--- src/rtl/pidwg_pkg.sv ---
// Shared types, widths and constants of the PID controller with windup guard.
`default_nettype none

package pidwg_pkg;

  localparam int TempW  = 16;  // signed Q8.8 temperatures
  localparam int GainW  = 16;  // unsigned Q8.8 gains
  localparam int ErrW   = 17;  // target minus measurement, exact
  localparam int SumW   = 32;  // error sum
  localparam int DriveW = 32;  // signed Q16.16 result
  localparam int LimW   = 23;  // clamp limit, at most 6553600
  localparam int MacAW  = GainW + 1;  // gain, zero-extended to signed
  localparam int MacBW  = 24;  // error, measurement change or clamped sum
  localparam int AccW   = 36;  // holds P + I - D without overflow
  localparam int DivCntW = $clog2(LimW + 1);

  // 100.0 in Q8.8 scaled by 256 again, so the quotient comes out in Q8.8
  localparam logic [LimW-1:0] WindupNum = 23'd6553600;

  typedef enum logic [1:0] {
    CfgPGain  = 2'd0,
    CfgIGain  = 2'd1,
    CfgDGain  = 2'd2,
    CfgTarget = 2'd3
  } cfg_reg_e;

  typedef enum logic [2:0] {
    StIdle,
    StDiv,
    StClamp,
    StInt,
    StDer,
    StFin,
    StOut
  } state_e;

  typedef struct packed {
    logic issue;  // a product enters the unit this cycle
    logic clr;    // start a new accumulation with this product
    logic sub;    // subtract this product
  } mac_ctl_t;

endpackage

`default_nettype wire

--- src/rtl/pidwg_div.sv ---
// Restoring divider: windup numerator over the integral gain, one quotient bit per cycle.
`default_nettype none

module pidwg_div (
  input  wire logic                          clk_i,
  input  wire logic                          rst_ni,
  input  wire logic                          start_i,
  input  wire logic [pidwg_pkg::GainW-1:0]   divisor_i,
  output logic                               busy_o,
  output logic                               done_o,
  output logic [pidwg_pkg::LimW-1:0]         quot_o
);

  logic [pidwg_pkg::DivCntW-1:0] cnt_q, cnt_d;
  logic                          done_q, done_d;
  logic [pidwg_pkg::GainW-1:0]   rem_q, rem_d;
  logic [pidwg_pkg::LimW-1:0]    num_q, num_d;
  logic [pidwg_pkg::LimW-1:0]    quot_q, quot_d;
  logic [pidwg_pkg::GainW:0]     trial;
  logic [pidwg_pkg::GainW:0]     diff;
  logic                          fits;

  assign trial = {rem_q, num_q[pidwg_pkg::LimW-1]};
  assign diff  = trial - {1'b0, divisor_i};
  assign fits  = (trial >= {1'b0, divisor_i});

  always_comb begin
    cnt_d  = cnt_q;
    done_d = 1'b0;
    rem_d  = rem_q;
    num_d  = num_q;
    quot_d = quot_q;
    if (start_i) begin
      cnt_d  = pidwg_pkg::DivCntW'(pidwg_pkg::LimW);
      rem_d  = '0;
      num_d  = pidwg_pkg::WindupNum;
      quot_d = '0;
    end else if (cnt_q != '0) begin
      cnt_d  = cnt_q - 1'b1;
      done_d = (cnt_q == pidwg_pkg::DivCntW'(1));
      rem_d  = fits ? diff[pidwg_pkg::GainW-1:0] : trial[pidwg_pkg::GainW-1:0];
      num_d  = {num_q[pidwg_pkg::LimW-2:0], 1'b0};
      quot_d = {quot_q[pidwg_pkg::LimW-2:0], fits};
    end
  end

  always_ff @(posedge clk_i or negedge rst_ni) begin
    if (!rst_ni) begin
      cnt_q  <= '0;
      done_q <= 1'b0;
    end else begin
      cnt_q  <= cnt_d;
      done_q <= done_d;
    end
  end

  always_ff @(posedge clk_i) begin
    rem_q  <= rem_d;
    num_q  <= num_d;
    quot_q <= quot_d;
  end

  assign busy_o = (cnt_q != '0);
  assign done_o = done_q;
  assign quot_o = quot_q;

endmodule

`default_nettype wire

--- src/rtl/pidwg_mac.sv ---
// Shared multiply-accumulate unit: registered product, then add or subtract into the sum.
`default_nettype none

module pidwg_mac (
  input  wire logic                               clk_i,
  input  wire logic                               rst_ni,
  input  wire pidwg_pkg::mac_ctl_t                ctl_i,
  input  wire logic signed [pidwg_pkg::MacAW-1:0] a_i,
  input  wire logic signed [pidwg_pkg::MacBW-1:0] b_i,
  output logic signed [pidwg_pkg::AccW-1:0]       acc_o
);

  logic signed [pidwg_pkg::MacAW+pidwg_pkg::MacBW-1:0] prod_full;
  logic signed [pidwg_pkg::AccW-1:0] prod_q;
  logic signed [pidwg_pkg::AccW-1:0] acc_q, acc_d;
  logic signed [pidwg_pkg::AccW-1:0] base;
  logic                              pend_q, clr_q, sub_q;

  assign prod_full = a_i * b_i;

  always_comb begin
    base  = clr_q ? '0 : acc_q;
    acc_d = sub_q ? (base - prod_q) : (base + prod_q);
  end

  always_ff @(posedge clk_i or negedge rst_ni) begin
    if (!rst_ni) begin
      pend_q <= 1'b0;
    end else begin
      pend_q <= ctl_i.issue;
    end
  end

  always_ff @(posedge clk_i) begin
    // product magnitudes stay below 2^34, so the low bits carry the full value
    prod_q <= prod_full[pidwg_pkg::AccW-1:0];
    clr_q  <= ctl_i.clr;
    sub_q  <= ctl_i.sub;
    if (pend_q) begin
      acc_q <= acc_d;
    end
  end

  assign acc_o = acc_q;

endmodule

`default_nettype wire

--- src/rtl/pid_controller_windup_guard.sv ---
// Top level of the PID temperature controller with integral windup clamp.
//
//   channel | direction | handshake              | payload
//   --------+-----------+------------------------+------------------------------
//   cfg     | in        | cfg_valid_i/cfg_ready_o | cfg_index_i, cfg_data_i
//   in      | in        | in_valid_i/in_ready_o   | measured_temperature_i
//   out     | out       | out_valid_o/out_ready_i | drive_value_o
//
// One sample runs from accept through five sequencer steps before the next accept: the
// P, I and D products go one after another into the single multiply-accumulate unit.
// The clamp limit is held once computed; the first sample after reset or after an
// integral gain write (with a nonzero gain) first waits for the bit-serial divider.
// A result waits in the output register; the sequencer holds in its last step while
// an earlier result is still not taken. Reset clears gains, target and state to zero.
`default_nettype none

module pid_controller_windup_guard (
  input  wire logic                                clk_i,
  input  wire logic                                rst_ni,
  input  wire logic                                cfg_valid_i,
  output logic                                     cfg_ready_o,
  input  wire logic [1:0]                          cfg_index_i,
  input  wire logic [15:0]                         cfg_data_i,
  input  wire logic                                in_valid_i,
  output logic                                     in_ready_o,
  input  wire logic signed [pidwg_pkg::TempW-1:0]  measured_temperature_i,
  output logic                                     out_valid_o,
  input  wire logic                                out_ready_i,
  output logic signed [pidwg_pkg::DriveW-1:0]      drive_value_o
);

  localparam int SumW  = pidwg_pkg::SumW;
  localparam int ErrW  = pidwg_pkg::ErrW;
  localparam int MacBW = pidwg_pkg::MacBW;
  localparam int AccW  = pidwg_pkg::AccW;
  localparam int DrvW  = pidwg_pkg::DriveW;

  pidwg_pkg::state_e state_q, state_d;

  logic [pidwg_pkg::GainW-1:0]        pgain_q, igain_q, dgain_q;
  logic signed [pidwg_pkg::TempW-1:0] target_q;
  logic signed [SumW-1:0]             error_sum_q;
  logic signed [pidwg_pkg::TempW-1:0] prev_q, meas_q;
  logic signed [ErrW-1:0]             err_q, err_d;
  logic signed [SumW-1:0]             sum_q, sum_d;
  logic [pidwg_pkg::LimW-1:0]         lim_q;
  logic                               lim_vld_q;
  logic                               out_valid_q;
  logic signed [DrvW-1:0]             drive_q, drive_d;

  logic                               in_beat, cfg_beat, out_beat;
  logic                               div_start, div_busy, div_done;
  logic [pidwg_pkg::LimW-1:0]         div_quot;
  logic                               load_out;
  logic                               need_div;

  logic signed [SumW:0]               sum_wide;
  logic signed [SumW-1:0]             lim_s, neg_lim, clamped;
  logic signed [ErrW-1:0]             delta;

  pidwg_pkg::mac_ctl_t                mac_ctl;
  logic signed [pidwg_pkg::MacAW-1:0] mac_a;
  logic signed [MacBW-1:0]            mac_b;
  logic signed [AccW-1:0]             acc;

  assign cfg_ready_o = 1'b1;
  assign in_ready_o  = (state_q == pidwg_pkg::StIdle);
  assign in_beat     = in_valid_i & in_ready_o;
  assign cfg_beat    = cfg_valid_i & cfg_ready_o;
  assign out_beat    = out_valid_q & out_ready_i;
  assign need_div    = (igain_q != '0) && !lim_vld_q;

  // error and saturated running sum, formed on the input beat
  always_comb begin
    err_d    = $signed({target_q[pidwg_pkg::TempW-1], target_q})
             - $signed({measured_temperature_i[pidwg_pkg::TempW-1], measured_temperature_i});
    sum_wide = $signed({error_sum_q[SumW-1], error_sum_q})
             + $signed({{(SumW+1-ErrW){err_d[ErrW-1]}}, err_d});
    if (sum_wide[SumW] != sum_wide[SumW-1]) begin
      sum_d = sum_wide[SumW] ? $signed({1'b1, {(SumW-1){1'b0}}})
                             : $signed({1'b0, {(SumW-1){1'b1}}});
    end else begin
      sum_d = sum_wide[SumW-1:0];
    end
  end

  // windup clamp; skipped with a zero integral gain
  always_comb begin
    lim_s   = $signed({{(SumW-pidwg_pkg::LimW){1'b0}}, lim_q});
    neg_lim = -lim_s;
    clamped = sum_q;
    if (igain_q != '0) begin
      if (sum_q > lim_s) begin
        clamped = lim_s;
      end else if (sum_q < neg_lim) begin
        clamped = neg_lim;
      end
    end
  end

  assign delta = $signed({meas_q[pidwg_pkg::TempW-1], meas_q})
               - $signed({prev_q[pidwg_pkg::TempW-1], prev_q});

  // saturate the accumulated sum to the result width
  always_comb begin
    if (acc[AccW-1:DrvW-1] != {(AccW-DrvW+1){acc[AccW-1]}}) begin
      drive_d = acc[AccW-1] ? $signed({1'b1, {(DrvW-1){1'b0}}})
                            : $signed({1'b0, {(DrvW-1){1'b1}}});
    end else begin
      drive_d = acc[DrvW-1:0];
    end
  end

  // sequencer: next state and unit controls
  always_comb begin
    state_d   = state_q;
    div_start = 1'b0;
    load_out  = 1'b0;
    mac_ctl   = '0;
    mac_a     = '0;
    mac_b     = '0;
    unique case (state_q)
      pidwg_pkg::StIdle: begin
        if (in_beat) begin
          div_start = need_div;
          state_d   = need_div ? pidwg_pkg::StDiv : pidwg_pkg::StClamp;
        end
      end
      pidwg_pkg::StDiv: begin
        if (div_done) begin
          state_d = pidwg_pkg::StClamp;
        end
      end
      pidwg_pkg::StClamp: begin
        mac_ctl = '{issue: 1'b1, clr: 1'b1, sub: 1'b0};
        mac_a   = $signed({1'b0, pgain_q});
        mac_b   = $signed({{(MacBW-ErrW){err_q[ErrW-1]}}, err_q});
        state_d = pidwg_pkg::StInt;
      end
      pidwg_pkg::StInt: begin
        // the clamped sum fits the operand whenever the gain is nonzero
        mac_ctl = '{issue: 1'b1, clr: 1'b0, sub: 1'b0};
        mac_a   = $signed({1'b0, igain_q});
        mac_b   = error_sum_q[MacBW-1:0];
        state_d = pidwg_pkg::StDer;
      end
      pidwg_pkg::StDer: begin
        mac_ctl = '{issue: 1'b1, clr: 1'b0, sub: 1'b1};
        mac_a   = $signed({1'b0, dgain_q});
        mac_b   = $signed({{(MacBW-ErrW){delta[ErrW-1]}}, delta});
        state_d = pidwg_pkg::StFin;
      end
      pidwg_pkg::StFin: begin
        state_d = pidwg_pkg::StOut;
      end
      pidwg_pkg::StOut: begin
        // hold until the output register is free
        if (!out_valid_q || out_ready_i) begin
          load_out = 1'b1;
          state_d  = pidwg_pkg::StIdle;
        end
      end
      default: begin
        state_d = pidwg_pkg::StIdle;
      end
    endcase
  end

  always_ff @(posedge clk_i or negedge rst_ni) begin
    if (!rst_ni) begin
      state_q <= pidwg_pkg::StIdle;
    end else begin
      state_q <= state_d;
    end
  end

  always_ff @(posedge clk_i or negedge rst_ni) begin
    if (!rst_ni) begin
      pgain_q     <= '0;
      igain_q     <= '0;
      dgain_q     <= '0;
      target_q    <= '0;
      error_sum_q <= '0;
      prev_q      <= '0;
      lim_vld_q   <= 1'b0;
      out_valid_q <= 1'b0;
    end else begin
      if (cfg_beat) begin
        unique case (pidwg_pkg::cfg_reg_e'(cfg_index_i))
          pidwg_pkg::CfgPGain:  pgain_q  <= cfg_data_i;
          pidwg_pkg::CfgIGain: begin
            igain_q   <= cfg_data_i;
            lim_vld_q <= 1'b0;
          end
          pidwg_pkg::CfgDGain:  dgain_q  <= cfg_data_i;
          pidwg_pkg::CfgTarget: target_q <= $signed(cfg_data_i);
        endcase
      end
      if (state_q == pidwg_pkg::StDiv && div_done) begin
        lim_vld_q <= 1'b1;
      end
      if (state_q == pidwg_pkg::StClamp) begin
        error_sum_q <= clamped;
      end
      if (state_q == pidwg_pkg::StDer) begin
        prev_q <= meas_q;
      end
      if (load_out) begin
        out_valid_q <= 1'b1;
      end else if (out_beat) begin
        out_valid_q <= 1'b0;
      end
    end
  end

  always_ff @(posedge clk_i) begin
    if (in_beat) begin
      meas_q <= measured_temperature_i;
      err_q  <= err_d;
      sum_q  <= sum_d;
    end
    if (state_q == pidwg_pkg::StDiv && div_done) begin
      lim_q <= div_quot;
    end
    if (load_out) begin
      drive_q <= drive_d;
    end
  end

  pidwg_div u_div (
    .clk_i     (clk_i),
    .rst_ni    (rst_ni),
    .start_i   (div_start),
    .divisor_i (igain_q),
    .busy_o    (div_busy),
    .done_o    (div_done),
    .quot_o    (div_quot)
  );

  pidwg_mac u_mac (
    .clk_i  (clk_i),
    .rst_ni (rst_ni),
    .ctl_i  (mac_ctl),
    .a_i    (mac_a),
    .b_i    (mac_b),
    .acc_o  (acc)
  );

  assign out_valid_o   = out_valid_q;
  assign drive_value_o = drive_q;

`ifndef SYNTHESIS
  a_one_at_a_time: assert property (@(posedge clk_i) disable iff (!rst_ni)
    in_beat |=> !in_ready_o)
    else $error("input beat taken while a sample is in flight");

  a_div_only_in_div: assert property (@(posedge clk_i) disable iff (!rst_ni)
    (state_q != pidwg_pkg::StDiv) |-> !div_busy)
    else $error("divider running outside the divide step");

  a_limit_ready: assert property (@(posedge clk_i) disable iff (!rst_ni)
    (state_q == pidwg_pkg::StClamp && igain_q != '0) |-> lim_vld_q)
    else $error("clamp applied without a valid limit");

  a_sum_clamped: assert property (@(posedge clk_i) disable iff (!rst_ni)
    (state_q == pidwg_pkg::StInt)
      |-> (igain_q == '0 || (error_sum_q <= lim_s && error_sum_q >= neg_lim)))
    else $error("error sum outside the windup limit");

  a_result_from_seq: assert property (@(posedge clk_i) disable iff (!rst_ni)
    $rose(out_valid_o) |-> $past(state_q) == pidwg_pkg::StOut)
    else $error("result shown without a finished sample");
`endif

endmodule

`default_nettype wire
--- config.mk ---
export PLATFORM = sky130hd
export DESIGN_NAME = pid_controller_windup_guard
export DESIGN_NICKNAME = d
export VERILOG_FILES = /design/src/rtl/pidwg_pkg.sv /design/src/rtl/pidwg_div.sv /design/src/rtl/pidwg_mac.sv /design/src/rtl/pid_controller_windup_guard.sv
export SDC_FILE = /design/constraint.sdc
export NUM_CORES = 2
export LEC_CHECK = 0
export ABC_AREA = 1
export BUFFER_PORTS_ARGS = -buffer_cell sky130_fd_sc_hd__buf_2
export CORE_MARGIN = 2
export CORE_UTILIZATION = 59
export DETAILED_ROUTE_END_ITERATION = 12
export PLACE_DENSITY = 0.79
export RECOVER_POWER = 100
export SLEW_MARGIN = 20
export SYNTH_ARGS = -nofsm -noshare
export SYNTH_HDL_FRONTEND = slang
export SYNTH_SLANG_ARGS = --single-unit
--- constraint.sdc ---
create_clock -name clk_i -period 6.4 [get_ports clk_i]
set_input_delay 0.96 -clock clk_i [delete_from_list [all_inputs] [get_ports clk_i]]
set_output_delay 0.96 -clock clk_i [all_outputs]
set_load 0.1 [all_outputs]
; Word-level counts from Yosys, hierarchy flattened
; Index checks and enable logic that the tools add are counted.
[totals]
reg_bits = 362
in_bits = 39
out_inout_bits = 35
[op_classes]
addsub = 8
multipliers = 1
magnitude_cmp = 3
n_eq_ne = 15
mux = 31
bitwise = 2
n_reduce_logical = 19
[ops]
columns = operator, count
row1 = two-way mux 32 bit, 7
row2 = two-way mux 36 bit, 2
row3 = case mux 24 bit (3 select lines), 1
row4 = case mux 16 bit (3 select lines), 1
row5 = adder 36 bit, 1
row6 = multiplier 17 x 24 -> 36 bit, 1
row7 = subtractor 36 bit, 1
row8 = subtractor 16 x 16 -> 17 bit, 2
row9 = adder 32 x 17 -> 33 bit, 1
row10 = greater-than comparator 32 x 24 -> 1 bit, 1
row11 = less-than comparator 32 bit, 1
row12 = negator 23 -> 32 bit, 1
row13 = case mux 3 bit (7 select lines), 1
row14 = >= comparator 17 x 16 -> 1 bit, 1
row15 = two-way mux 16 bit, 1
row16 = nonzero test 16 bit, 1
row17 = subtractor 16 bit, 1
row18 = two-way mux 1 bit, 11
row19 = two-way mux 5 bit, 2
row20 = AND reduction 2 bit, 5
row21 = equality test 3 bit (second input constant), 3
row22 = two-way mux 3 bit, 3
row23 = case mux 3 bit (3 select lines), 1
row24 = nonzero test 2 bit, 4
row25 = other kinds (19), 25

; Longest topological paths before layout
[logic_depth]
depth_word = 5
mapped_depth = 39
depth_no_buf = 39

; Modules after synthesis
; From an unflattened synthesis, not the netlist that was laid out.
[unflattened]
cells_unflattened = 5223
area_unflattened_um2 = 38807.2
[modules_own_cells]
columns = mod, instances, cells_per_inst, area_each_um2, seq_area_each_um2
row1 = pidwg_mac, 1, 2762, 19949.1, 1866.8
row2 = pid_controller_windup_guard, 1, 2021, 15818.9, 6531.3
row3 = pidwg_div, 1, 440, 3039.2, 1031.0

; Worst setup path after synthesis
; Ideal clock, no wire load.
[synth_timing]
kind = register -> register
start = reg prev_q[0] in the netlist's numbering
end = reg u_mac.prod_q[32] in the netlist's numbering
arrival_time_ns = 6.962
required_ns = 6.328
setup_slack_ns = -0.634
stages_incl_launch_ff = 37
path_buffers = 0
path_cell_list = dfrtp_1 ha_1 fa_1 inv_1 nand2_1 nand2_1 nand3_1 nand2_1 a21oi_1 o21ai_1 a31oi_1 or2_0 nand3_1 nand2_1 inv_2 nor2_1 fa_1 inv_1 fa_1 fa_1 inv_1 fa_1 fa_1 inv_1 fa_1 inv_1 ha_1 a21oi_1 nor2_1 a211oi_1 o21ai_0 nand2_1 nand3_1 nand3_1 nand2_1 a31oi_1 xor2_1
[synth_via]
elab_chain_cells = 3
[synth_lines]
columns = item, line_no
row1 = start: declaration, pid_controller_windup_guard.sv:43  ; logic signed [pidwg_pkg::TempW-1:0] prev_q, meas_q;
row2 = start signal: assignment, pid_controller_windup_guard.sv:206  ; prev_q <= meas_q;
row3 = subtractor 16 x 16 -> 17 bit, pid_controller_windup_guard.sv:102  ; - $signed({prev_q[pidwg_pkg::TempW-1], prev_q});
row4 = case mux 24 bit (3 select lines), pid_controller_windup_guard.sv:122  ; unique case (state_q)
row5 = multiplier 17 x 24 -> 36 bit, pidwg_mac.sv:19  ; assign prod_full = a_i * b_i;
row6 = via u_mac.prod_full (one bit), pidwg_mac.sv:13  ; logic signed [pidwg_pkg::MacAW+pidwg_pkg::MacBW-1:0] prod_full;
row7 = end signal: assignment, pidwg_mac.sv:36  ; prod_q <= prod_full[pidwg_pkg::AccW-1:0];
row8 = end: declaration, pidwg_mac.sv:14  ; logic signed [pidwg_pkg::AccW-1:0] prod_q;
; The timed path passes the listed nets, and every way through them passes these cells.
; A chain may end at the register's enable or synchronous reset.

; Final worst setup path
[layout_timing]
start = reg prev_q[0] in the netlist's numbering
end = reg u_mac.prod_q[33] in the netlist's numbering
; The elaborated chain is that of the path after synthesis.

==> results.ini <==
[status]
outcome = finished, violations left
violations = capacitance limit, slew limit, setup timing

[global_routing]
grt_max_degree = 65
grt_first_pass_wirelength_um = 159000
grt_pass1_vias = 30900
gr-total-overflow = 0
track_usage = 0.332
grt_antenna_before_repair = 1

[yosys]
synthArstFlopShare = 0.343
synth_cell_types = 64
synth_top_area_cell = fa_1
synthTopCellsByArea = fa_1, edfxtp_1, ha_1, inv_1, nand2_1
synthCells = 4331
yosysWarnings = 0
seq_area_frac_synth = 0.269
ys_seq_elements = 362
yosys_most_used_dff = edfxtp_1
synth.avg_cell_area_um2 = 8.08
synth.cell_area_um2 = 35000
synth_nets = 4978
synth_top_area_frac = 0.197
synth-edff-count = 156

[routing]
final_antenna_net_count = 0
drt_iter0_markers = 2416
wl_per_cell_um = 18.4
route.detailed.drc = 0
via_count = 30700
via_per_inst = 5.56
first_pass_iters = 8
drt-total-wl_um = 102000

[power]
p_per_area_nw_per_um2 = 590
peakVddDrop_mv = 0.385
leakagePower_nw = 20.9
p_sw_frac = 0.497
p_sw_w = 0.0122
sequentialPowerShare = 0.175
pwr-share-clk = 0.100
combPwrFrac = 0.724
internal_power_w = 0.0123

[placement]
pre_cts_ws_ps = -743
hpwlAfterDp_um = 80900
portBuffers = 72
gp_congestion = 1.04

[finish]
final_common_cell = inv_1
fill_cells = 4581
multi_input_area_um2 = 22800
area_growth_pct = 18.5
regArea_um2 = 9430
final_util = 0.705
drive_above_1_share = 0.157
nNetsFinal = 5375
most-common-layout-cells = inv_1, nand2_1, nor2_1

[floorplan]
dieArea_um2 = 61300
row_count = 89
io_pins = 74
die_width_um = 248
core-area_um2 = 58800
start_util = 0.595
die_h_um = 248

[timing]
grt_setup_unrepaired = yes
setup_viol = 24
slew_headroom = -1.38
fmax_mhz = 143
setup_ws_ps = -601
finalMaxSlewViolations = 377
fin_tns_setup_ps = -10280
hold_viol = 0
worstMarginPinSlew_ps = 3570
fin_skew_ps = 34.0
period_share = 1.09
final.min_clock_period_ps = 7000

[worst_setup_path]
timing.rr.start = prev_q[0]
crit_type = reg2reg
critPathBufInv = 7
slowest_stage = fa_1
crit_required_ps = 6850
arrival_ps = 7450
r2r-end = u_mac.prod_q[33]
cp-start-kind = flop
cp_max_fo = 6
reg2regPathDepth = 36
cp-endpoint = u_mac.prod_q[33]
cp_num_cells = 36
startpoint = prev_q[0]
cp_top_family = adder cells
crit_path_end_kind = flop
worst-r2r-setup-slack_ps = -600
crit_top_cell = fa_1
slowest_delay_ps = 560

[cts]
cts.path.max_buffers = 3
clock_latency_ps = 580
htreeDepth = 2
cts_num_sinks = 362
hold_buffers = 0
cts_made_buffers = 41
cts_root_buffer = clkbuf_16
clk_pin_slew_ps = 60
cts_tree = yes

[run]
cap_violations = 9

[hold_path]
hold_class = reg2reg

## cell type report
cell class / count / share of cell area
Antenna cell: 1 / 0.0000603
Clock buffer: 56 / 0.0288
Clock inverter: 19 / 0.00492
Inverter: 912 / 0.0832
Multi-Input combinational cell: 2953 / 0.550
Sequential cell: 362 / 0.227
Tap cell: 773 / 0.0233
Timing Repair Buffer: 458 / 0.0824
## metrics by stage
step / cells / area (um2) / power [W] / hold WS, ps
finish: 5534 / 41500 / 0.0245 / 455
global route: 5533 / 41500 / 0.0264 / 479
CTS: 5498 / 40800 / 0.0234 / 382
detailed placement: 5401 / 38900 / 0.0204 / 430
global placement: 5401 / 38900 / 0.0200 / 435
floorplan: 4331 / 35300 / 0.0149 / 409
## metal layers
metal,GRT usage,share of wire,up-vias
li1,-,-,14400
met1,0.409,0.39,14700
met2,0.539,0.46,1270
met3,0.0662,0.081,342
met4,0.200,0.071,2
met5,0.00318,0.00011,-
## power by group through the flow
stage                     combinational (W)  clock, W  sequential [W]
final                                0.0177   0.00246         0.00429
after global routing                 0.0195   0.00257         0.00437
after CTS                            0.0167   0.00249         0.00426
after detailed placement             0.0161         0         0.00430
after global placement               0.0157         0         0.00427
after floorplan                      0.0105         0         0.00435
## cell usage after synthesis, types with 13 or more instances
cell type and number:
inv_2 21, dfrtp_1 124, a21o_1 14, o21bai_1 39
edfxtp_1 156, nor2_1 370, buf_2 21, dfxtp_1 82
fa_1 344, nand3_1 126, a21oi_1 226, a22oi_1 40
or2_2 15, o21ai_1 13, o21ai_0 250, nor3_1 40
clkbuf_1 79, nor4_1 14, nand2_1 860, a21boi_1 14
xnor2_1 56, nand4_1 26, ha_1 264, xor2_1 127
inv_1 879
## worst reg2reg max path, delay by kind of cell (launching register included)
family,cells,cell delay [ps]
XOR/XNOR,1,130
AO/OA/AOI/OAI,8,1090
AND/OR/NAND/NOR,11,910
buffers and inverters,7,460
adder cells (fa/ha/maj),9,3820
flip-flops,1,420
## worst min-delay path by stage
stage / from / to / slack [ps] / depth (start not counted)
finish: u_div.quot_o[22] / lim_q[22] / 460 / 0
global route: u_div.quot_o[6] / lim_q[6] / 480 / 0
CTS: rst_ni / dgain_q[9] / 380 / 1
detailed placement: u_div.quot_o[22] / lim_q[22] / 430 / 0
global placement: u_div.quot_o[22] / lim_q[22] / 430 / 0
floorplan: u_div.quot_o[22] / lim_q[22] / 410 / 0
## what timing repair did
action                     CTS  global route
gates resized for setup     81           154
setup endpoints to repair   24            24
pin swaps                   63           121
buffers inserted            24            36
## kinds of logic after synthesis
family          share of synthesized area
simple gates                        0.174
buf+inv                             0.110
compound gates                      0.110
fa+ha+maj                           0.291
flops                               0.269
xor+xnor                           0.0458
other cells                      0.000107
## flip-flops by register name, summed over array words and instances (netlist names)
register       cells
dgain_q           16
drive_value_o     32
err_q             17
error_sum_q       32
igain_q           16
lim_q             23
lim_vld_q          1
meas_q            16
out_valid_o        1
pgain_q           16
prev_q            16
state_q            3
sum_q             32
target_q          16
u_div.cnt_q        5
u_div.done_o       1
u_div.num_q        5
u_div.quot_o      23
u_div.rem_q       16
u_mac.acc_o       36
u_mac.clr_q        1
u_mac.pend_q       1
u_mac.prod_q      36
u_mac.sub_q        1
Note: power is estimated with default switching activity, not from simulation.
